**src/rtl/svt_pkg.sv**
```systemverilog
`default_nettype none

package svt_pkg;

	// table geometry
	localparam int DEPTH       = 16;
	localparam int VALUE_WIDTH = 32;
	localparam int POS_W       = 4;
	localparam int CNT_W       = 5;

	// operation codes
	localparam logic [1:0] OP_INSERT = 2'd0;
	localparam logic [1:0] OP_REMOVE = 2'd1;
	localparam logic [1:0] OP_SEARCH = 2'd2;

	// status codes
	localparam logic [1:0] ST_DONE    = 2'd0;
	localparam logic [1:0] ST_MISSING = 2'd1;
	localparam logic [1:0] ST_FULL    = 2'd2;

	// command broadcast to every cell
	typedef struct packed {
		logic                          ins;
		logic                          rem;
		logic signed [VALUE_WIDTH-1:0] value;
	} svt_cmd_t;

	// result of one transaction
	typedef struct packed {
		logic [1:0]       status;
		logic [POS_W-1:0] position;
		logic [CNT_W-1:0] occupancy;
	} svt_rsp_t;

endpackage

`default_nettype wire

```
**src/rtl/sorted_value_table.sv**
```systemverilog
// Sorted table of signed values kept in a row of compare-and-shift cells.
// Results are registered in the output stage, or in the skid stage while one waits.
// One transaction per cycle unless stalled; every cell compares and shifts in parallel.
// A two-deep output stage lets a new transaction in while one result waits.
// Reset clears the entry count and the output stage; entries are not cleared,
// and slots past the count are masked out of every compare.
`default_nettype none

module sorted_value_table
	import svt_pkg::*;
(
	input  wire logic                          clk,
	input  wire logic                          arst_n,
	input  wire logic                          req_valid,
	output      logic                          req_stall,
	input  wire logic [1:0]                    operation,
	input  wire logic signed [VALUE_WIDTH-1:0] value,
	output      logic                          rsp_valid,
	input  wire logic                          rsp_stall,
	output      logic [1:0]                    status,
	output      logic [POS_W-1:0]              position,
	output      logic [CNT_W-1:0]              occupancy
);

	logic [CNT_W-1:0]              count_q;
	logic                          rsp_valid_q;
	logic                          skid_valid_q;
	svt_rsp_t                      rsp_q;
	svt_rsp_t                      skid_q;
	svt_rsp_t                      rsp_new;
	svt_cmd_t                      cmd;
	logic                          accept;
	logic                          pop;
	logic                          full;
	logic                          found;
	logic [POS_W-1:0]              at;
	logic [CNT_W-1:0]              count_new;
	logic [DEPTH-1:0]              cell_valid;
	logic [DEPTH-1:0]              lt_w;
	logic [DEPTH-1:0]              eq_w;
	logic [DEPTH-1:0]              bound_w;
	logic [DEPTH-1:0]              left_lt_w;
	logic signed [VALUE_WIDTH-1:0] entry_w [DEPTH];
	logic signed [VALUE_WIDTH-1:0] left_w  [DEPTH];
	logic signed [VALUE_WIDTH-1:0] right_w [DEPTH];

	// handshake
	assign req_stall = skid_valid_q;
	assign accept    = req_valid && !skid_valid_q;
	assign pop       = rsp_valid_q && !rsp_stall;
	assign full      = (count_q == CNT_W'(DEPTH));

	// broadcast command
	always_comb begin
		cmd.value = value;
		cmd.ins   = accept && (operation == OP_INSERT) && !full;
		cmd.rem   = accept && (operation == OP_REMOVE) && found;
	end

	// row of cells
	for (genvar gi = 0; gi < DEPTH; gi++) begin : g_cell
		assign cell_valid[gi] = (count_q > CNT_W'(gi));
		if (gi == 0) begin : g_first
			assign left_lt_w[gi] = 1'b1;
			assign left_w[gi]    = entry_w[gi];
		end else begin : g_mid
			assign left_lt_w[gi] = lt_w[gi-1];
			assign left_w[gi]    = entry_w[gi-1];
		end
		if (gi == DEPTH - 1) begin : g_last
			assign right_w[gi] = entry_w[gi];
		end else begin : g_inner
			assign right_w[gi] = entry_w[gi+1];
		end
		svt_cell u_cell (
			.clk         (clk),
			.cmd         (cmd),
			.valid       (cell_valid[gi]),
			.left_lt     (left_lt_w[gi]),
			.left_entry  (left_w[gi]),
			.right_entry (right_w[gi]),
			.entry       (entry_w[gi]),
			.lt          (lt_w[gi]),
			.eq          (eq_w[gi]),
			.bound       (bound_w[gi])
		);
	end

	// encode the boundary slot and detect a match there
	always_comb begin
		at = '0;
		for (int i = 0; i < DEPTH; i++) begin
			if (bound_w[i]) begin
				at = at | POS_W'(i);
			end
		end
		found = |(bound_w & eq_w);
	end

	// build the result and the next count
	always_comb begin
		rsp_new.status   = ST_MISSING;
		rsp_new.position = '0;
		count_new        = count_q;
		case (operation)
			OP_INSERT: begin
				if (full) begin
					rsp_new.status = ST_FULL;
				end else begin
					rsp_new.status   = ST_DONE;
					rsp_new.position = at;
					count_new        = count_q + CNT_W'(1);
				end
			end
			OP_REMOVE: begin
				if (found) begin
					rsp_new.status   = ST_DONE;
					rsp_new.position = at;
					count_new        = count_q - CNT_W'(1);
				end
			end
			OP_SEARCH: begin
				if (found) begin
					rsp_new.status   = ST_DONE;
					rsp_new.position = at;
				end
			end
			default: begin
				rsp_new.status = ST_MISSING;
			end
		endcase
		rsp_new.occupancy = count_new;
	end

	// hold the entry count
	always_ff @(posedge clk or negedge arst_n) begin
		if (!arst_n) begin
			count_q <= '0;
		end else if (accept) begin
			count_q <= count_new;
		end
	end

	// output register with skid stage
	always_ff @(posedge clk or negedge arst_n) begin
		if (!arst_n) begin
			rsp_valid_q  <= 1'b0;
			skid_valid_q <= 1'b0;
		end else if (skid_valid_q) begin
			if (pop) begin
				skid_valid_q <= 1'b0;
			end
		end else if (accept) begin
			if (!rsp_valid_q || pop) begin
				rsp_valid_q <= 1'b1;
			end else begin
				skid_valid_q <= 1'b1;
			end
		end else if (pop) begin
			rsp_valid_q <= 1'b0;
		end
	end

	// output payload
	always_ff @(posedge clk) begin
		if (skid_valid_q) begin
			if (pop) begin
				rsp_q <= skid_q;
			end
		end else if (accept) begin
			if (!rsp_valid_q || pop) begin
				rsp_q <= rsp_new;
			end else begin
				skid_q <= rsp_new;
			end
		end
	end

	assign rsp_valid = rsp_valid_q;
	assign status    = rsp_q.status;
	assign position  = rsp_q.position;
	assign occupancy = rsp_q.occupancy;

`ifndef NO_ASSERTIONS
	a_count_bound: assert property (@(posedge clk) disable iff (!arst_n)
		count_q <= CNT_W'(DEPTH))
		else $error("entry count exceeds table depth");

	a_skid_needs_out: assert property (@(posedge clk) disable iff (!arst_n)
		skid_valid_q |-> rsp_valid_q)
		else $error("skid stage holds a result while output is empty");

	a_bound_onehot: assert property (@(posedge clk) disable iff (!arst_n)
		$onehot0(bound_w))
		else $error("more than one insertion boundary");

	a_insert_grows: assert property (@(posedge clk) disable iff (!arst_n)
		cmd.ins |=> count_q == $past(count_q) + CNT_W'(1))
		else $error("insert did not grow the count");

	a_remove_found: assert property (@(posedge clk) disable iff (!arst_n)
		cmd.rem |-> (count_q != '0))
		else $error("remove hit on an empty table");
`endif

endmodule

`default_nettype wire

```
**src/rtl/svt_cell.sv**
```systemverilog
`default_nettype none

module svt_cell
	import svt_pkg::*;
(
	input  wire logic                          clk,
	input  wire svt_cmd_t                      cmd,
	input  wire logic                          valid,
	input  wire logic                          left_lt,
	input  wire logic signed [VALUE_WIDTH-1:0] left_entry,
	input  wire logic signed [VALUE_WIDTH-1:0] right_entry,
	output      logic signed [VALUE_WIDTH-1:0] entry,
	output      logic                          lt,
	output      logic                          eq,
	output      logic                          bound
);

	logic signed [VALUE_WIDTH-1:0] entry_q;

	// compare the held entry with the broadcast value
	assign lt    = valid && (entry_q < cmd.value);
	assign eq    = valid && (entry_q == cmd.value);
	assign bound = !lt && left_lt;
	assign entry = entry_q;

	// cells at or above the boundary open a slot or close the gap
	always_ff @(posedge clk) begin
		if (cmd.ins && !lt) begin
			entry_q <= left_lt ? cmd.value : left_entry;
		end else if (cmd.rem && !lt) begin
			entry_q <= right_entry;
		end
	end

endmodule

`default_nettype wire
```
**config.mk**
```make
export PLATFORM = sky130hd
export DESIGN_NAME = sorted_value_table
export DESIGN_NICKNAME = d
export VERILOG_FILES = /design/src/rtl/svt_pkg.sv /design/src/rtl/sorted_value_table.sv /design/src/rtl/svt_cell.sv
export SDC_FILE = /design/constraint.sdc
export NUM_CORES = 2
export LEC_CHECK = 0
export BUFFER_PORTS_ARGS = -buffer_cell sky130_fd_sc_hd__clkbuf_2
export CAP_MARGIN = 20
export CORE_MARGIN = 5
export CORE_UTILIZATION = 38
export DETAILED_ROUTE_END_ITERATION = 16
export GPL_ROUTABILITY_DRIVEN = 0
export PLACE_DENSITY_LB_ADDON = 0.15
export SLEW_MARGIN = 20
export SYNTH_ARGS = -nofsm -noshare
export SYNTH_HDL_FRONTEND = slang
export SYNTH_HIERARCHICAL = 1
export SYNTH_SLANG_ARGS = --single-unit
```
**constraint.sdc**
```tcl
create_clock -name clk -period 6.8 [get_ports clk]
set_input_delay 1.02 -clock clk [delete_from_list [all_inputs] [get_ports clk]]
set_output_delay 1.02 -clock clk [all_outputs]
set_load 0.02 [all_outputs]
```
# == Word level (Yosys, flattened, before mapping) ==
# Cells that the tools add are included.
# totals
ff_bits,541
out_inout_bits,13
# classes
add_sub_neg,2
order_cmp,32
eq_ne,21
n_mux,79
bitwise,3
reduce_logical,129
# op_table
cell,count
$mux W32,45
$eq A32 B32 Y1,16
$lt A32 B32 Y1,16
$logic_and A1 B1 Y1,84
$mux W11,4
$gt A5 B4 Y1 const B,8
$mux W4,9
$reduce_bool A2 Y1,18
$gt A5 B3 Y1 const B,4
$logic_not A1 Y1,20
$and A16 B16 Y16,1
$reduce_or A16 Y1,1
$mux W5,3
$mux W3,4
$gt A5 B1 Y1 const B,2
$gt A5 B2 Y1 const B,2
$pmux W5 S2,1
$reduce_and A3 Y1,3
$mux W1,8
$pmux W4 S2,1
$mux W2,3
$add A5 B1 Y5 const B,1
$eq A5 B5 Y1 const B,1
$sub A5 B1 Y5 const B,1
8 further kinds,10

# == Longest topological paths before layout ==
# depth
depth_word,24
depth_mapped,19
depth_no_buf,16

# == Hierarchy ==
# The synthesis kept the hierarchy.
# modules_own_cells
module,n_inst,cells_each,area_each_um2
svt_cell,16,269,2636.3
sorted_value_table,1,223,2003.2

# == Least setup slack after synthesis ==
# OpenSTA, ideal clock, no wires.
# synth_timing
path_type,in2reg
start,in value[5]
end,"reg g_cell[0].u_cell.entry_q[0], enable pin"
setup_time_ns,0.432
arrival_time_ns,6.520
t_required_ns,6.368
slack_ns,-0.152
path_stages,18
n_path_buf,2
cell_sequence,inv_1 ha_1 a21o_1 nand3_1 a211oi_1 or4_4 a21oi_1 xnor2_1 and2_1 clkbuf_1 clkbuf_1 a21boi_0 a22oi_1 nand2_1 nor4_1 nor3_1 nor2_1 a21oi_1
# synth_lines
element,line,source
"start, declared",sorted_value_table.sv:17,"input wire logic signed [VALUE_WIDTH-1:0] value,"
"end signal, assigned",svt_cell.sv:29,entry_q <= left_lt ? cmd.value : left_entry;
"end signal, assigned",svt_cell.sv:31,entry_q <= right_entry;
"end, declared",svt_cell.sv:18,logic signed [VALUE_WIDTH-1:0] entry_q;

==> results.py <==
metrics = {
    "run_status": {
        "status": "finished clean",
    },
    "timing": {
        "finalCritPeriodShare_pct": 87.11,
        "fin_ws_ns": 0.8767,
        "grt_setup_unrepaired": "no",
        "hold_viol_final": 0,
        "drv_slew": 0,
        "fin_setup_tns_ns": 0,
        "worst_pin_slew_ns": 1.146,
        "min_period_ns": 5.923,
        "fmax_mhz": 168.8,
        "skew_ns": 0.02178,
        "slew_headroom_pct": 23.11,
        "setup_viol": 0,
    },
    "floorplanning": {
        "core_region_area_mm2": 0.1159,
        "die_x_um": 351.0,
        "die-area_mm2": 0.1232,
        "rows": 125,
        "die_h_um": 351.0,
        "initial_core_util_pct": 38.12,
        "ios": 51,
    },
    "final_layout": {
        "seq_area_mm2": 0.01621,
        "syn_to_final_growth_pct": 9.120,
        "fin_nets": 5047,
        "diodes": 0,
        "multi_input_comb_area_mm2": 0.02438,
        "nFillCells": 11410,
        "layout-drive-gt1-share_pct": 8.947,
        "fin_area_mm2": 0.04821,
    },
    "power_and_ir_drop": {
        "power_frac_comb_pct": 34.3,
        "p_int_w": 0.007550,
        "p_sw_w": 0.004341,
        "power_density_mw_per_mm2": 246.7,
        "ir_drop_mv": 0.1901,
        "leakage_nw": 20.12,
        "p_sw_share_pct": 36.51,
        "sequentialPowerShare_pct": 35.8,
        "clkPwrFrac_pct": 29.9,
    },
    "grt": {
        "overflow": 0,
        "grt_pass1_vias": 32580,
        "grt_start_max_net_pins": 65,
        "grt_pass1_wl_um": 194900,
        "grt.total_usage_pct": 19.80,
        "antenna_found_initial": 0,
    },
    "detailed_routing": {
        "drt_iter0_markers": 2513,
        "wire_per_inst_um": 21.02,
        "vias": 34340,
        "drtAntennaViolNets": 0,
        "dr.pass1.iters": 5,
        "routed_wl_um": 127400,
        "detail_route.vias_per_cell": 5.664,
        "drc": 0,
    },
    "synth": {
        "synthesis.area_mm2": 0.04418,
        "syn_nets": 5085,
        "syn_avg_cell_area_um2": 9.761,
        "synth_cells": 4526,
        "yosys_warnings": 6,
    },
    "clock_network": {
        "clkLatencyLatePin_ns": 0.62,
        "cts_resized": 0,
        "cts_setup_buffers": 0,
        "clockRootBuffer": "clkbuf_16",
        "cts.clk_slew.worst_paths_ns": 0.06,
        "cts_max_level": 3,
        "cts_sinks": 541,
        "numCtsBuffers": 70,
        "hold_buffers": 0,
        "cts.path.max_buffers": 3,
        "cts_tree": "built",
    },
    "critical_path": {
        "r2r-end": "g_cell[3].u_cell/entry[20]$_DFFE_PP_",
        "critical_path_class": "input port to flop",
        "critPathMaxStageDelay_ns": 0.81,
        "crit_required_ns": 7.11,
        "startpoint_type": "input port",
        "cp_data_arrival_time_ns": 6.23,
        "crit_chain": "clkbuf_2 -> buf_4 -> inv_1 -> ha_1 -> nand4_1 -> nor3_1 -> a21boi_0 -> or4_4 -> a21oi_1 -> xnor2_1 -> and2_2 -> a21boi_0 -> a22oi_1 -> nand2_1 -> nor4_1 -> nor3_2 -> buf_4 -> nor2_1 -> a21oi_4 -> buf_12",
        "cp-end-kind": "flop",
        "crit_family": "compound AO/OA/AOI/OAI gates",
        "worst_path_max_delay_cell": "a21boi_0",
        "r2r_start": "g_cell[2].u_cell/entry[15]$_DFFE_PP_",
        "reg2reg_depth": 17,
        "crit_buf_inv": 5,
        "cp_num_cells": 20,
        "cp_max_fo": 31,
        "rrSetupSlack_ns": 1.54,
    },
    "worst_hold_path": {
        "hold_path.class": "input port to async pin",
    },
    "job": {
        "maxCapViolCount": 0,
    },
    "placement": {
        "post_dp_cell_area_mm2": 0.04596,
        "io_buffers": 50,
        "dp_hpwl_um": 96230,
        "preCtsSetupSlack_ns": 0.3879,
    },
}
-- per-layer routing --
metal  vias to the layer above  global-route usage, %  part of all wire [%]
met1                     16420                  28.30                    49
met2                       650                  32.51                    46
met5                         -                      0                     0
met3                       128                  2.072                   3.7
li1                      17140                      -                     -
met4                         0                  4.374                   1.9
-- registers in the layout (all words and copies together), names as in the netlist --
register	cells
status	2
count_q	5
position	4
g_cell.u_cell/entry	512
occupancy	5
rsp_valid	1
req_stall	1
skid_q	11
-- power by group through the flow --
stage          registers, W  clock network, W  logic (W)
3_3_place_gp        0.00433                 0    0.00399
2_1_floorplan       0.00423                 0    0.00319
3_5_place_dp        0.00433                 0    0.00404
6_report            0.00426           0.00356    0.00408
4_1_cts             0.00426           0.00366    0.00405
5_1_grt             0.00429           0.00380    0.00445
-- worst max-delay path by stage --
stage / start / end / slack, ns
detailed placement: value[14] / g_cell[3].u_cell/entry[24]$_DFFE_PP_ / 0.39
global route: value[14] / g_cell[3].u_cell/entry[20]$_DFFE_PP_ / 0.67
CTS: value[14] / g_cell[0].u_cell/entry[26]$_DFFE_PP_ / 1.04
finish: value[8] / g_cell[3].u_cell/entry[20]$_DFFE_PP_ / 0.88
global placement: value[14] / g_cell[0].u_cell/entry[27]$_DFFE_PP_ / 0.43
floorplan: value[5] / g_cell[10].u_cell/entry[0]$_DFFE_PP_ / -0.15
-- stage by stage --
stage / std cells / utilization (%) / total power (W) / hold slack (ns)
after floorplan: 4526 / - / 0.007420 / 0.4927
after global placement: 5936 / 39.63 / 0.008320 / 0.5104
after detailed placement: 5937 / 39.66 / 0.008369 / 0.5071
after CTS: 6059 / 41.47 / 0.01197 / 0.2135
after global routing: 6062 / 41.60 / 0.01254 / 0.2336
final: 6062 / 41.60 / 0.01189 / 0.2534
-- final cells by class --
cell class | count | area share [%]
multi-input combinational | 3143 | 50.57
clock buffer | 87 | 3.898
inverter | 554 | 4.314
clock inverter | 35 | 0.4594
sequential | 541 | 33.63
tap | 1524 | 3.956
timing repair buffer | 178 | 3.172
-- layout by cell type, fill, tap and decap left out, drive strengths merged, types with 49 or more instances in the layout --
cell,count
a21oi,812
a31oi,528
buf,128
clkbuf,137
edfxtp,534
ha,521
inv,557
mux2i,514
nand2,107
nand3,73
nand4,115
nor2,49
o21ai,79
Note: power is estimated with default switching activity, not from simulation.
